[src/rtl/hsvf_pkg.sv]
`timescale 1ns / 1ps
`default_nettype none
// ----------------------------------------------------------------------------
// hsvf_pkg
// Shared types and constants of the hsv color class pixel filter.
// ----------------------------------------------------------------------------
package hsvf_pkg;

  // hue fixed point format
  localparam int HUE_FRAC_BITS = 6;
  localparam int HUE_UNIT      = 1 << HUE_FRAC_BITS;
  localparam int HUE_SIXTY     = 60 * HUE_UNIT;
  localparam int QUO_W         = $clog2(HUE_SIXTY + 1);
  localparam int NUM_W         = QUO_W + 8;
  localparam int HUE_W         = $clog2(6 * HUE_SIXTY) + 1;
  localparam int BND_W         = $clog2(767 * HUE_UNIT) + 2;

  // divider pipeline shape
  localparam int DIV_BITS_PER  = 3;
  localparam int DIV_STAGES    = (QUO_W + DIV_BITS_PER - 1) / DIV_BITS_PER;

  // hue of a grey pixel wrapped into the positive range
  localparam int GREY_REST     = 6 * HUE_SIXTY - HUE_UNIT - 5 * HUE_SIXTY;

  // register indexes
  typedef enum logic [2:0] {
    REG_YELLOW_CENTER = 3'd0,
    REG_YELLOW_WINDOW = 3'd1,
    REG_GREEN_CENTER  = 3'd2,
    REG_GREEN_WINDOW  = 3'd3,
    REG_WHITE_FLOOR   = 3'd4,
    REG_BLACK_LIMIT   = 3'd5,
    REG_DARK_FLOOR    = 3'd6,
    REG_SAT_FLOOR     = 3'd7
  } reg_idx_t;

  // color class
  typedef enum logic [2:0] {
    CLS_WHITE,
    CLS_BLACK,
    CLS_YELLOW,
    CLS_GREEN,
    CLS_FULL
  } cls_t;

  typedef struct packed {
    logic [8:0] yellow_hue_center;
    logic [7:0] yellow_hue_window;
    logic [8:0] green_hue_center;
    logic [7:0] green_hue_window;
    logic [7:0] white_value_floor;
    logic [7:0] black_value_limit;
    logic [7:0] dark_value_floor;
    logic [9:0] saturation_floor_milli;
  } cfg_t;

  typedef struct packed {
    logic [7:0] red_in;
    logic [7:0] green_in;
    logic [7:0] blue_in;
    logic       frame_end_in;
  } pix_in_t;

  typedef struct packed {
    logic [7:0] red_out;
    logic [7:0] green_out;
    logic [7:0] blue_out;
    logic       frame_end_out;
  } pix_out_t;

  typedef struct packed {
    logic             valid;
    logic             frame_end;
    logic [7:0]       mx;
    logic [7:0]       d;
    logic [2:0]       base;
    logic             achrom;
    logic [NUM_W-1:0] num;
  } front_t;

  typedef struct packed {
    logic             valid;
    logic             frame_end;
    logic [7:0]       mx;
    logic [7:0]       d;
    logic [2:0]       base;
    logic             achrom;
    logic [7:0]       rem;
    logic [NUM_W-1:0] num;
    logic [QUO_W-1:0] quo;
  } div_t;

  typedef struct packed {
    logic             valid;
    logic             frame_end;
    cls_t             cls;
    logic [7:0]       mx;
    logic [2:0]       sector;
    logic [QUO_W-1:0] rest;
  } cls_stage_t;

endpackage
`default_nettype wire

[src/rtl/hsvf_front.sv]
`timescale 1ns / 1ps
`default_nettype none
// ----------------------------------------------------------------------------
// hsvf_front
// Max, min, delta and hue sector of a pixel; scaled numerator for the divider.
// ----------------------------------------------------------------------------
module hsvf_front import hsvf_pkg::*; (
  input  wire logic    clk,
  input  wire logic    rst_n,
  input  wire logic    in_valid,
  input  wire pix_in_t in_pix,
  output front_t       front_o
);

  front_t     front_r, front_nxt;
  logic [7:0] r, g, b, mx, mn, d, f;
  logic [2:0] base;

  // max, min and the sector relative fraction
  always_comb begin
    r  = in_pix.red_in;
    g  = in_pix.green_in;
    b  = in_pix.blue_in;
    mx = r;
    mn = r;
    if (g > mx) mx = g;
    if (b > mx) mx = b;
    if (g < mn) mn = g;
    if (b < mn) mn = b;
    d = mx - mn;
    priority if (r == mx) begin
      if (g >= b) begin
        base = 3'd0;
        f    = g - b;
      end else begin
        base = 3'd5;
        f    = d - (b - g);
      end
    end else if (g == mx) begin
      if (b >= r) begin
        base = 3'd2;
        f    = b - r;
      end else begin
        base = 3'd1;
        f    = d - (r - b);
      end
    end else begin
      if (r >= g) begin
        base = 3'd4;
        f    = r - g;
      end else begin
        base = 3'd3;
        f    = d - (g - r);
      end
    end
    front_nxt.valid     = in_valid;
    front_nxt.frame_end = in_pix.frame_end_in;
    front_nxt.mx        = mx;
    front_nxt.d         = d;
    front_nxt.base      = base;
    front_nxt.achrom    = (d == 8'd0);
    front_nxt.num       = NUM_W'(NUM_W'(f) * NUM_W'(HUE_SIXTY));
  end

  always_ff @(posedge clk) begin
    if (!rst_n) begin
      front_r <= '0;
    end else begin
      front_r <= front_nxt;
    end
  end

  assign front_o = front_r;

endmodule
`default_nettype wire

[src/rtl/hsvf_div.sv]
`timescale 1ns / 1ps
`default_nettype none
// ----------------------------------------------------------------------------
// hsvf_div
// Pipelined restoring divider: fraction of the hue sector, a few bits a stage.
// ----------------------------------------------------------------------------
module hsvf_div import hsvf_pkg::*; (
  input  wire logic   clk,
  input  wire logic   rst_n,
  input  wire front_t front_i,
  output div_t        div_o
);

  div_t stg_r   [DIV_STAGES];
  div_t stg_nxt [DIV_STAGES];
  div_t src     [DIV_STAGES];
  div_t init;

  // entry of the first stage
  always_comb begin
    init.valid     = front_i.valid;
    init.frame_end = front_i.frame_end;
    init.mx        = front_i.mx;
    init.d         = front_i.d;
    init.base      = front_i.base;
    init.achrom    = front_i.achrom;
    init.rem       = front_i.num[NUM_W-1 -: 8];
    init.num       = front_i.num;
    init.quo       = '0;
  end

  // stage sources
  always_comb begin
    src[0] = init;
    for (int s = 1; s < DIV_STAGES; s++) begin
      src[s] = stg_r[s-1];
    end
  end

  // quotient bits of each stage
  always_comb begin
    int         k;
    logic [8:0] tmp;
    for (int s = 0; s < DIV_STAGES; s++) begin
      stg_nxt[s] = src[s];
      for (int j = 0; j < DIV_BITS_PER; j++) begin
        k = s * DIV_BITS_PER + j;
        if (k < QUO_W) begin
          tmp = {stg_nxt[s].rem, stg_nxt[s].num[QUO_W-1-k]};
          if (tmp >= {1'b0, stg_nxt[s].d}) begin
            tmp                      = tmp - {1'b0, stg_nxt[s].d};
            stg_nxt[s].quo[QUO_W-1-k] = 1'b1;
          end
          stg_nxt[s].rem = tmp[7:0];
        end
      end
    end
  end

  always_ff @(posedge clk) begin
    if (!rst_n) begin
      for (int s = 0; s < DIV_STAGES; s++) begin
        stg_r[s] <= '0;
      end
    end else begin
      for (int s = 0; s < DIV_STAGES; s++) begin
        stg_r[s] <= stg_nxt[s];
      end
    end
  end

  assign div_o = stg_r[DIV_STAGES-1];

endmodule
`default_nettype wire

[src/rtl/hsvf_class.sv]
`timescale 1ns / 1ps
`default_nettype none
// ----------------------------------------------------------------------------
// hsvf_class
// Hue assembly, window and brightness tests, color class decision.
// ----------------------------------------------------------------------------
module hsvf_class import hsvf_pkg::*; (
  input  wire logic clk,
  input  wire logic rst_n,
  input  wire cfg_t cfg,
  input  wire div_t div_i,
  output cls_stage_t cls_o
);

  cls_stage_t              cls_r, cls_nxt;
  logic signed [HUE_W-1:0] hue;
  logic signed [BND_W-1:0] hue_x, y_lo, y_hi, g_lo, g_hi;
  logic signed [BND_W-1:0] yc, yw, gc, gw;
  logic                    in_y, in_g, sat_ok;
  logic [17:0]             sat_lhs, sat_rhs;

  // hue and window bounds
  always_comb begin
    if (div_i.achrom) begin
      hue = -HUE_W'(HUE_UNIT);
    end else begin
      hue = HUE_W'(HUE_W'(div_i.base) * HUE_W'(HUE_SIXTY)) + HUE_W'(div_i.quo);
    end
    hue_x = BND_W'(hue);
    yc    = BND_W'(cfg.yellow_hue_center);
    yw    = BND_W'(cfg.yellow_hue_window);
    gc    = BND_W'(cfg.green_hue_center);
    gw    = BND_W'(cfg.green_hue_window);
    y_lo  = (yc - yw) <<< HUE_FRAC_BITS;
    y_hi  = (yc + yw) <<< HUE_FRAC_BITS;
    g_lo  = (gc - gw) <<< HUE_FRAC_BITS;
    g_hi  = (gc + gw) <<< HUE_FRAC_BITS;
    in_y  = (hue_x > y_lo) && (hue_x < y_hi);
    in_g  = (hue_x > g_lo) && (hue_x < g_hi);
  end

  // saturation test
  always_comb begin
    sat_lhs = 18'(div_i.d) * 18'd1000;
    sat_rhs = 18'(cfg.saturation_floor_milli) * 18'(div_i.mx);
    sat_ok  = sat_lhs > sat_rhs;
  end

  // class decision, first match wins
  always_comb begin
    cls_nxt.valid     = div_i.valid;
    cls_nxt.frame_end = div_i.frame_end;
    cls_nxt.mx        = div_i.mx;
    priority if (div_i.mx > cfg.white_value_floor && !in_y) begin
      cls_nxt.cls = CLS_WHITE;
    end else if (div_i.mx < cfg.black_value_limit) begin
      cls_nxt.cls = CLS_BLACK;
    end else if (in_y) begin
      cls_nxt.cls = (div_i.mx > cfg.dark_value_floor && sat_ok) ? CLS_YELLOW : CLS_WHITE;
    end else if (in_g) begin
      cls_nxt.cls = (div_i.mx > cfg.dark_value_floor) ? CLS_GREEN : CLS_BLACK;
    end else begin
      cls_nxt.cls = CLS_FULL;
    end
    // sector and remainder of the wrapped hue
    priority if (div_i.achrom) begin
      cls_nxt.sector = 3'd5;
      cls_nxt.rest   = QUO_W'(GREY_REST);
    end else if (div_i.quo == QUO_W'(HUE_SIXTY)) begin
      cls_nxt.sector = (div_i.base == 3'd5) ? 3'd0 : div_i.base + 3'd1;
      cls_nxt.rest   = '0;
    end else begin
      cls_nxt.sector = div_i.base;
      cls_nxt.rest   = div_i.quo;
    end
  end

  always_ff @(posedge clk) begin
    if (!rst_n) begin
      cls_r <= '0;
    end else begin
      cls_r <= cls_nxt;
    end
  end

  assign cls_o = cls_r;

endmodule
`default_nettype wire

[src/rtl/hsvf_back.sv]
`timescale 1ns / 1ps
`default_nettype none
// ----------------------------------------------------------------------------
// hsvf_back
// Full saturation hsv to rgb, class colors, output register.
// ----------------------------------------------------------------------------
module hsvf_back import hsvf_pkg::*; (
  input  wire cls_stage_t cls_i,
  input  wire logic       clk,
  input  wire logic       rst_n,
  output logic            out_valid,
  output pix_out_t        out_data
);

  localparam int PROD_W = 8 + QUO_W;
  localparam int Y_W    = 12;
  localparam int SHIFT  = HUE_FRAC_BITS + 2;

  logic              mul_valid_r, div_valid_r, out_valid_r;
  logic              mul_fe_r, div_fe_r;
  cls_t              mul_cls_r, div_cls_r;
  logic [7:0]        mul_mx_r, div_mx_r;
  logic [2:0]        mul_sec_r, div_sec_r;
  logic [PROD_W-1:0] prod_t_r, prod_q_r;
  logic [7:0]        t_r, q_r;
  logic [Y_W-1:0]    y_t, y_q;
  logic [23:0]       rt_t, rt_q;
  pix_out_t          out_r, out_nxt;

  // stage a: value times remainder and complement
  always_ff @(posedge clk) begin
    mul_fe_r  <= cls_i.frame_end;
    mul_cls_r <= cls_i.cls;
    mul_mx_r  <= cls_i.mx;
    mul_sec_r <= cls_i.sector;
    prod_t_r  <= PROD_W'(PROD_W'(cls_i.mx) * PROD_W'(cls_i.rest));
    prod_q_r  <= PROD_W'(PROD_W'(cls_i.mx) * PROD_W'(QUO_W'(HUE_SIXTY) - cls_i.rest));
  end

  // stage b: divide by sixty degrees as a shift and a reciprocal of fifteen
  always_comb begin
    y_t  = prod_t_r[SHIFT +: Y_W];
    y_q  = prod_q_r[SHIFT +: Y_W];
    rt_t = (24'(y_t) + 24'd1) * 24'd4369;
    rt_q = (24'(y_q) + 24'd1) * 24'd4369;
  end

  always_ff @(posedge clk) begin
    div_fe_r  <= mul_fe_r;
    div_cls_r <= mul_cls_r;
    div_mx_r  <= mul_mx_r;
    div_sec_r <= mul_sec_r;
    t_r       <= rt_t[23:16];
    q_r       <= rt_q[23:16];
  end

  // stage c: output color
  always_comb begin
    out_nxt.frame_end_out = div_fe_r;
    unique case (div_cls_r)
      CLS_WHITE:  {out_nxt.red_out, out_nxt.green_out, out_nxt.blue_out} = {3{8'hff}};
      CLS_BLACK:  {out_nxt.red_out, out_nxt.green_out, out_nxt.blue_out} = '0;
      CLS_YELLOW: {out_nxt.red_out, out_nxt.green_out, out_nxt.blue_out} =
                    {8'hff, 8'hff, 8'h00};
      CLS_GREEN:  {out_nxt.red_out, out_nxt.green_out, out_nxt.blue_out} =
                    {8'h00, 8'hff, 8'h00};
      default: begin
        unique case (div_sec_r)
          3'd0:    {out_nxt.red_out, out_nxt.green_out, out_nxt.blue_out} =
                     {div_mx_r, t_r, 8'h00};
          3'd1:    {out_nxt.red_out, out_nxt.green_out, out_nxt.blue_out} =
                     {q_r, div_mx_r, 8'h00};
          3'd2:    {out_nxt.red_out, out_nxt.green_out, out_nxt.blue_out} =
                     {8'h00, div_mx_r, t_r};
          3'd3:    {out_nxt.red_out, out_nxt.green_out, out_nxt.blue_out} =
                     {8'h00, q_r, div_mx_r};
          3'd4:    {out_nxt.red_out, out_nxt.green_out, out_nxt.blue_out} =
                     {t_r, 8'h00, div_mx_r};
          default: {out_nxt.red_out, out_nxt.green_out, out_nxt.blue_out} =
                     {div_mx_r, 8'h00, q_r};
        endcase
      end
    endcase
  end

  always_ff @(posedge clk) begin
    out_r <= out_nxt;
  end

  // valid chain
  always_ff @(posedge clk) begin
    if (!rst_n) begin
      mul_valid_r <= 1'b0;
      div_valid_r <= 1'b0;
      out_valid_r <= 1'b0;
    end else begin
      mul_valid_r <= cls_i.valid;
      div_valid_r <= mul_valid_r;
      out_valid_r <= div_valid_r;
    end
  end

  assign out_valid = out_valid_r;
  assign out_data  = out_r;

endmodule
`default_nettype wire

[src/rtl/hsv_color_class_pixel_filter_core.sv]
`timescale 1ns / 1ps
`default_nettype none
// ----------------------------------------------------------------------------
// hsv_color_class_pixel_filter_core
// Rgb pixel to hsv, color classification and full saturation rgb rebuild.
// ----------------------------------------------------------------------------
// start to out_valid passes the front, divider, class and back registers in that order
// throughput: one item per cycle; busy stays low, the receiver cannot stall
// the hue divider is a 4-stage restoring pipeline, 3 quotient bits per stage
// reset: synchronous active-low rst_n clears all valid bits and loads
// the register defaults; items still in flight at reset are dropped
module hsv_color_class_pixel_filter_core import hsvf_pkg::*; (
  input  wire logic       clk,
  input  wire logic       rst_n,
  input  wire logic       start,
  output logic            busy,
  input  wire pix_in_t    in_data,
  output logic            out_valid,
  output pix_out_t        out_data,
  input  wire logic       cfg_we,
  input  wire logic [2:0] cfg_index,
  input  wire logic [9:0] cfg_wdata
);

  cfg_t       cfg_r, cfg_nxt;
  front_t     front;
  div_t       div_res;
  cls_stage_t cls_res;

  assign busy = 1'b0;

  // configuration registers
  always_comb begin
    cfg_nxt = cfg_r;
    if (cfg_we) begin
      unique case (reg_idx_t'(cfg_index))
        REG_YELLOW_CENTER: cfg_nxt.yellow_hue_center      = cfg_wdata[8:0];
        REG_YELLOW_WINDOW: cfg_nxt.yellow_hue_window      = cfg_wdata[7:0];
        REG_GREEN_CENTER:  cfg_nxt.green_hue_center       = cfg_wdata[8:0];
        REG_GREEN_WINDOW:  cfg_nxt.green_hue_window       = cfg_wdata[7:0];
        REG_WHITE_FLOOR:   cfg_nxt.white_value_floor      = cfg_wdata[7:0];
        REG_BLACK_LIMIT:   cfg_nxt.black_value_limit      = cfg_wdata[7:0];
        REG_DARK_FLOOR:    cfg_nxt.dark_value_floor       = cfg_wdata[7:0];
        REG_SAT_FLOOR:     cfg_nxt.saturation_floor_milli = cfg_wdata;
        default:           cfg_nxt = cfg_r;
      endcase
    end
  end

  always_ff @(posedge clk) begin
    if (!rst_n) begin
      cfg_r.yellow_hue_center      <= 9'd60;
      cfg_r.yellow_hue_window      <= 8'd40;
      cfg_r.green_hue_center       <= 9'd165;
      cfg_r.green_hue_window       <= 8'd40;
      cfg_r.white_value_floor      <= 8'd191;
      cfg_r.black_value_limit      <= 8'd13;
      cfg_r.dark_value_floor       <= 8'd25;
      cfg_r.saturation_floor_milli <= 10'd900;
    end else begin
      cfg_r <= cfg_nxt;
    end
  end

  // pipeline
  hsvf_front u_front (
    .clk      (clk),
    .rst_n    (rst_n),
    .in_valid (start && !busy),
    .in_pix   (in_data),
    .front_o  (front)
  );

  hsvf_div u_div (
    .clk     (clk),
    .rst_n   (rst_n),
    .front_i (front),
    .div_o   (div_res)
  );

  hsvf_class u_class (
    .clk   (clk),
    .rst_n (rst_n),
    .cfg   (cfg_r),
    .div_i (div_res),
    .cls_o (cls_res)
  );

  hsvf_back u_back (
    .cls_i     (cls_res),
    .clk       (clk),
    .rst_n     (rst_n),
    .out_valid (out_valid),
    .out_data  (out_data)
  );

`ifndef SYNTHESIS
  // every accepted item comes out after the pipeline latency
  a_latency: assert property (@(posedge clk) disable iff (!rst_n)
    start |-> ##9 out_valid)
    else $error("item lost in pipeline");

  // no result without an item accepted one pipeline latency before
  a_no_phantom: assert property (@(posedge clk) disable iff (!rst_n)
    out_valid |-> $past(start, 9))
    else $error("result without item");

  // frame mark travels with its pixel
  a_frame_end: assert property (@(posedge clk) disable iff (!rst_n)
    out_valid |-> (out_data.frame_end_out == $past(in_data.frame_end_in, 9)))
    else $error("frame end mark misaligned");
`endif

endmodule
`default_nettype wire
[config.mk]
export PLATFORM = sky130hd
export DESIGN_NAME = hsv_color_class_pixel_filter_core
export DESIGN_NICKNAME = d
export VERILOG_FILES = /design/src/rtl/hsvf_pkg.sv /design/src/rtl/hsvf_front.sv /design/src/rtl/hsvf_div.sv /design/src/rtl/hsvf_class.sv /design/src/rtl/hsvf_back.sv /design/src/rtl/hsv_color_class_pixel_filter_core.sv
export SDC_FILE = /design/constraint.sdc
export NUM_CORES = 2
export LEC_CHECK = 0
export ABC_AREA = 1
export BUFFER_PORTS_ARGS = -buffer_cell sky130_fd_sc_hd__clkbuf_2
export CORE_MARGIN = 2
export CORE_UTILIZATION = 35
export CTS_CLUSTER_DIAMETER = 80
export DETAILED_ROUTE_END_ITERATION = 12
export PLACE_DENSITY = 0.49
export SLEW_MARGIN = 10
export SYNTH_ARGS = -nofsm -noshare
export SYNTH_HDL_FRONTEND = slang
export SYNTH_SLANG_ARGS = --single-unit
export TNS_END_PERCENT = 100
[constraint.sdc]
create_clock -name clk -period 9.6 [get_ports clk]
set_input_delay 0.48 -clock clk [delete_from_list [all_inputs] [get_ports clk]]
set_output_delay 0.48 -clock clk [all_outputs]
set_load 0.005 [all_outputs]
# == Word-level counts from Yosys, hierarchy flattened ==
# Memory sizes are Yosys's and may differ from the RTL's.
# Index checks and enable logic that the tools add are counted.
# op_classes
n_addsub,31
multipliers,8
eq_ne,18
bitwise_logic,5
reduce_logical,21
mux,55
order_cmp,27
# ops
operator,n
$mux 62,4
$sub 8x8->8,22
$mux 8,21
$pmux 24 s5,1
$ge 9x8->1,12
$pmux 24 s4,1
$mul 24x13->24 const B,2
$lt 16x17->1,2
$gt 16x16->1,2
$gt 8x8->1,4
$mux 15,2
$add 12x1->13 const B,2
$ge 8x8->1,3
$lt 8x8->1,3
$mux 3,7
$add 9x8->10,2
$mul 8x12->20,1
$mul 8x20->20,1
$sub 9x8->10,2
$eq 3x2->1 const B,6
$eq 3x3->1 const B,6
$gt 18x18->1,1
$mul 10x8->18,1
$add 15x12->16,1
other kinds (20),56
# word_totals
word_cells,210
mem_bits_rw,248
out_inout_bits,27
input_bits,42
mem_count,1
ff_bits,252
# memory_table
name,words,width,rd,rd_ports_with_merged_regs,write_ports,line_no,source
u_div.stg_r,4,62,4,0,4,hsvf_div.sv:14,div_t stg_r [DIV_STAGES];

# == Logic depth before layout (Yosys ltp) ==
# depth
depth_word,10
mapped_depth,61
mapped_depth_nobuf,60

# == Cells and area by module ==
# A second synthesis with hierarchy kept.
# hier_totals
cells_unflattened,5872
hier_area_um2,42281.8
# by_module_without_submodules
mod,seq_area_each_um2,cells_per_inst,instances,area_per_inst_um2
hsvf_back,1961.9,1734,1,12951.2
hsvf_div,4604.4,1687,1,12092.8
hsvf_class,560.5,1232,1,8745.9
hsvf_front,680.7,851,1,5850.6
hsv_color_class_pixel_filter_core,1361.3,368,1,2641.3

# == Least setup slack after synthesis ==
# No wires, ideal clock.
# synth_path
kind,input to register
start,input in_data[17] in the netlist's numbering
end,"register u_front.front_r, in the netlist u_front.front_o[19]"
path_buffers,2
setup_ns,0.122
setup_slack_ns,1.186
stages,55
required_ns,9.478
arrival_time_ns,8.291
path_cell_list,inv_1 ha_1 inv_1 fa_1 nand2_1 nand2_1 nand3_4 nand2_4 nand2_1 clkbuf_1 nand2_1 o21ai_0 ha_1 a21oi_1 nor2_1 a211oi_1 nand2_1 clkbuf_1 [... 19 more ...] inv_1 ha_1 a21oi_1 inv_1 a31oi_1 inv_1 nand2_1 inv_1 nor2_1 nor2_1 nor2_1 o21ai_0 inv_1 nor2_1 nor2_1 o21bai_1 o21ai_0 a21oi_1
# synth_via
elab_chain_len,10
word_cells_on_any_way,26
cone_classes,add/sub (8); mul (1); order compare (6); eq/ne (2); mux (9)
# synth_lines
element,line_no,source
from (decl),hsv_color_class_pixel_filter_core.sv:17,"input wire pix_in_t in_data,"
$gt 8x8->1 or $lt 8x8->1 (tied branches),"hsvf_front.sv:26, hsvf_front.sv:28",
"$mux 8, on equally long branches","hsvf_front.sv:26, hsvf_front.sv:28",
$gt 8x8->1 or $lt 8x8->1 (tied branches),"hsvf_front.sv:27, hsvf_front.sv:29",
"$mux 8, on equally long branches","hsvf_front.sv:27, hsvf_front.sv:29",
$sub 8x8->8,hsvf_front.sv:30,d = mx - mn;
"$sub 8x8->8, on equally long branches","hsvf_front.sv:53, hsvf_front.sv:45",
"$mux 8, on equally long branches","hsvf_front.sv:48, hsvf_front.sv:40",
$mux 8,hsvf_front.sv:39,end else if (g == mx) begin
$mux 8 *,hsvf_front.sv:31,priority if (r == mx) begin
$mul 8x4->12 *,hsvf_front.sv:62,front_nxt.num = NUM_W'(NUM_W'(f) * NUM_W'(HUE_SIXTY));
to (signal assigned),hsvf_front.sv:69,front_r <= front_nxt;
to (decl),hsvf_front.sv:15,"front_t front_r, front_nxt;"
# Every way passes the cells marked *; elsewhere a longest branch is shown, timed or not.
# A chain may end at the register's enable or synchronous reset.

# == Final worst setup path ==
# layout_path
start,input in_data[17] in the netlist's numbering
end,"register u_front.front_r, in the netlist u_front.front_o[18]"
# layout_via
elab_chain_len,10
word_cells_on_any_way,26
cone_classes,add/sub (8); mul (1); order compare (6); eq/ne (2); mux (9)
# layout_lines
element,line_no,source
$gt 8x8->1 or $lt 8x8->1 (tied branches),"hsvf_front.sv:26, hsvf_front.sv:28",
"$mux 8, on equally long branches","hsvf_front.sv:26, hsvf_front.sv:28",
$gt 8x8->1 or $lt 8x8->1 (tied branches),"hsvf_front.sv:27, hsvf_front.sv:29",
"$mux 8, on equally long branches","hsvf_front.sv:27, hsvf_front.sv:29",
$sub 8x8->8 *,hsvf_front.sv:30,
net u_front.d[3],hsvf_front.sv:16,"logic [7:0] r, g, b, mx, mn, d, f;"
"$sub 8x8->8, on equally long branches","hsvf_front.sv:53, hsvf_front.sv:45",
"$mux 8, on equally long branches","hsvf_front.sv:48, hsvf_front.sv:40",
$mux 8,hsvf_front.sv:39,
$mux 8 *,hsvf_front.sv:31,
$mul 8x4->12 *,hsvf_front.sv:62,
# Mark *: on every way through the listed nets, which the timed path passes. The rest lies on a longest branch.

==> run_results.csv <==
group,metric,value,unit
clocking,cts_tree,"done",
setup_path,required,10.12,ns
floorplan,rows,116,
power,power.leakage,0.0214,uW
sta,hold_viol,0,
clocking,hold_buffers,0,
yosys,synth-edff-count,0,
clocking,clkTransAtPathRegs,0.06,ns
clocking,cts-buffers-inserted,48,
sta,worst_pin_slew,1.03,ns
yosys,yosys_warnings,0,
yosys,yosys.area.top_type,"dfxtp_1",
setup_path,cp_common_cell,"inv_1",
cells_and_area,drive_above_1_share,0.0490,
yosys,ys_seq_area_frac,0.209,
global_routing,grt_pass1_wl,145000,um
drt,route.detailed.drc,0,
global_routing,antenna_found_initial,1,
sta,rsz0062_at_grt,"no",
global_routing,grtUsageTotal,0.171,
cells_and_area,fin_cells,6036,
sta,holdWs,0.109,ns
setup_path,end_kind,"register",
yosys,yosys.area.top_type_share,0.209,
placement,routabilityCongestion,0.891,
cells_and_area,num-nets-final,5491,
drt,via_per_inst,4.63,
global_routing,grt-ovfl-total,0,
floorplan,die_h,322,um
sta,maxSlewViolCount,0,
sta,fin_crit,8.64,ns
floorplan,fp.dieW,322,um
setup_path,critPathTopFamily,"adder cells",
clocking,root_buffer,"clkbuf_16",
yosys,syn_inst,4603,
setup_path,max_stage_delay,0.50,ns
power,vdd_drop_max,0.446,mV
setup_path,critPathSlowestCell,"fa_1",
placement,portBuffers,67,
drt,num_vias,28000,
global_routing,grt_max_degree,176,
yosys,synth_ff_type,"dfxtp_1",
clocking,cts_sinks,371,
clocking,cts_max_level,2,
floorplan,ios,69,
yosys,synth_area,35500,um2
yosys,synth_nets,5455,
floorplan,initial_core_util,0.354,
clocking,clk_latency,0.61,ns
sta,finalWorstSetupSlack,0.957,ns
placement,dp.cells,5946,
drt,first_iter_violations,1222,
setup_path,crit_type,"primary input to register",
drt,routed_wirelength,86600,um
floorplan,die-area,104000,um2
floorplan,core_area,100000,um2
status,status,"finished clean",
min_path,hp-class,"primary input to register",
sta,clock-skew-final,0.0431,ns
setup_path,worst-path-buf-inv,13,
drt,avgRoutedWirePerCell,14.3,um
drt,firstDrtPassIters,5,
yosys,synthTopCellsByArea,"dfxtp_1 21%, ha_1 19%, fa_1 15%",
placement,pre_cts_ws,0.142,ns
global_routing,grt_pass1_vias,28400,
drt,postRouteAntennaNets,0,
yosys,syn_avg_cell_area,7.70,um2
sta,finalSetupViolCount,0,
cells_and_area,area_delta_synth_final,9.65,%
yosys,ys_ff_latch,371,
yosys,ys_types,62,
sta,max_slew_margin,0.310,
sta,fin_tns_setup,0,ns
cells_and_area,utilization,0.388,
yosys,async_reset_ff_frac,0,
flow_run,drv_cap,0,
placement,post-dp-hpwl,69100,um
setup_path,cp.arrival,9.16,ns
setup_path,cp_max_fo,18,
sta,clock.fmax,116,MHz
setup_path,start_kind,"primary input",
power,power.density,333,nW/um2
sta,fin_crit_sh,0.900,
clocking,cts_max_path_buffers,3,
[metrics by stage]
stage | instance area [um2] | total power (uW)
final | 38900 | 13000
after global routing | 38900 | 14600
after CTS | 38900 | 13100
after detailed placement | 37300 | 11200
after global placement | 37300 | 11200
after floorplan | 35500 | 9360
[worst reg2reg max path: cells and delay by family, from the launching register on]
family	cells	cell delay [ns]
AOI/OAI and AO/OA	16	2.42
adders and majority gates	3	1.05
buffers and inverters	9	1.11
and+or+nand+nor	18	2.49
DFF	1	0.33
[report_power, final]
group          leakage, uW  internal [uW]  switching, uW
Sequential         0.00304           1800            132
Combinational       0.0176           3610           5640
Clock             0.000778           1050            729
Total               0.0214           6450           6500
[cells by family after synthesis]
| group | count (synthesis) | share of synthesized area |
|---|---|---|
| AND/OR/NAND/NOR | 1431 | 0.165 |
| buffers and inverters | 1075 | 0.114 |
| adder cells (fa/ha/maj) | 810 | 0.343 |
| AO/OA/AOI/OAI | 678 | 0.109 |
| flip-flops | 371 | 0.209 |
| XOR/XNOR | 236 | 0.0583 |
| other | 1 | 0.000106 |
| multiplexers | 1 | 0.000282 |
[repair_timing]
action,CTS,global route
endpoints found under the setup margin,0,2
buffers inserted,0,0
resized for setup,0,5
endpoints found under the hold margin,0,0
[routing by layer]
layer | part of all wire | up-vias | track usage
met2 | 0.47 | 407 | 0.294
met4 | 0.025 | 0 | 0.0470
li1 | - | 14500 | -
met1 | 0.48 | 12900 | 0.227
met3 | 0.035 | 115 | 0.0195
met5 | 0 | - | 0
[cells in the final DEF, fill, tap and decap left out, drive strengths merged, types with 19 or more instances in the layout]
cell | synthesis | final
inv | 962 | 970
nand2 | 875 | 875
ha | 538 | 538
dfxtp | 371 | 371
nor2 | 323 | 323
a21oi | 289 | 289
fa | 272 | 272
o21ai | 236 | 236
xor2 | 168 | 168
nand3 | 133 | 133
clkbuf | 95 | 130
xnor2 | 68 | 68
o21bai | 41 | 41
nand4 | 32 | 32
o211ai | 28 | 28
buf | 9 | 24
or2 | 22 | 22
clkinv | 9 | 22
nor3 | 20 | 20
a221oi | 19 | 19
[synthesized netlist by cell type (all sizes together) (32+ instances only)]
| cell type | number |
|---|---|
| inv | 962 |
| nand2 | 875 |
| ha | 538 |
| dfxtp | 371 |
| nor2 | 323 |
| a21oi | 289 |
| fa | 272 |
| o21ai | 236 |
| xor2 | 168 |
| nand3 | 133 |
| clkbuf | 95 |
| xnor2 | 68 |
| o21bai | 41 |
| nand4 | 32 |
[worst paths after layout]
kind | startpoint | endpoint | slack, ns | depth (start not counted)
setup / recovery | in_data[17] | u_front.front_o[18] | 0.96 | 58
hold / removal | start | u_front.front_o[41] | 0.11 | 3
setup reg to reg | u_div.stg_r[0][46] | u_div.stg_r[0][95] | 2.08 | 46
hold reg to reg | u_class.cls_o[13] | u_back.mul_sec_r[1] | 0.32 | 0
[layout make-up]
| type | count | area (um2) |
|---|---|---|
| fill | 10400 | 61400 |
| multi-input combinational | 3157 | 24000 |
| sequential | 371 | 7430 |
| inverter | 971 | 3640 |
| tap | 1357 | 1700 |
| clock buffer | 64 | 1330 |
| timing repair buffer | 90 | 527 |
| clock inverter | 25 | 254 |
| antenna | 1 | 2.50 |
[sequential cells by signal (all words and copies together) (netlist names), 12 cells and up]
| register | count |
|---|---|
| u_back.prod_t_r | 12 |
| u_back.out_data | 25 |
| cfg_r | 68 |
| u_back.prod_q_r | 12 |
| u_div.stg_r | 143 |
| u_class.cls_o | 28 |
| u_front.front_o | 34 |
No activity file was read; power rests on OpenSTA's default activity.
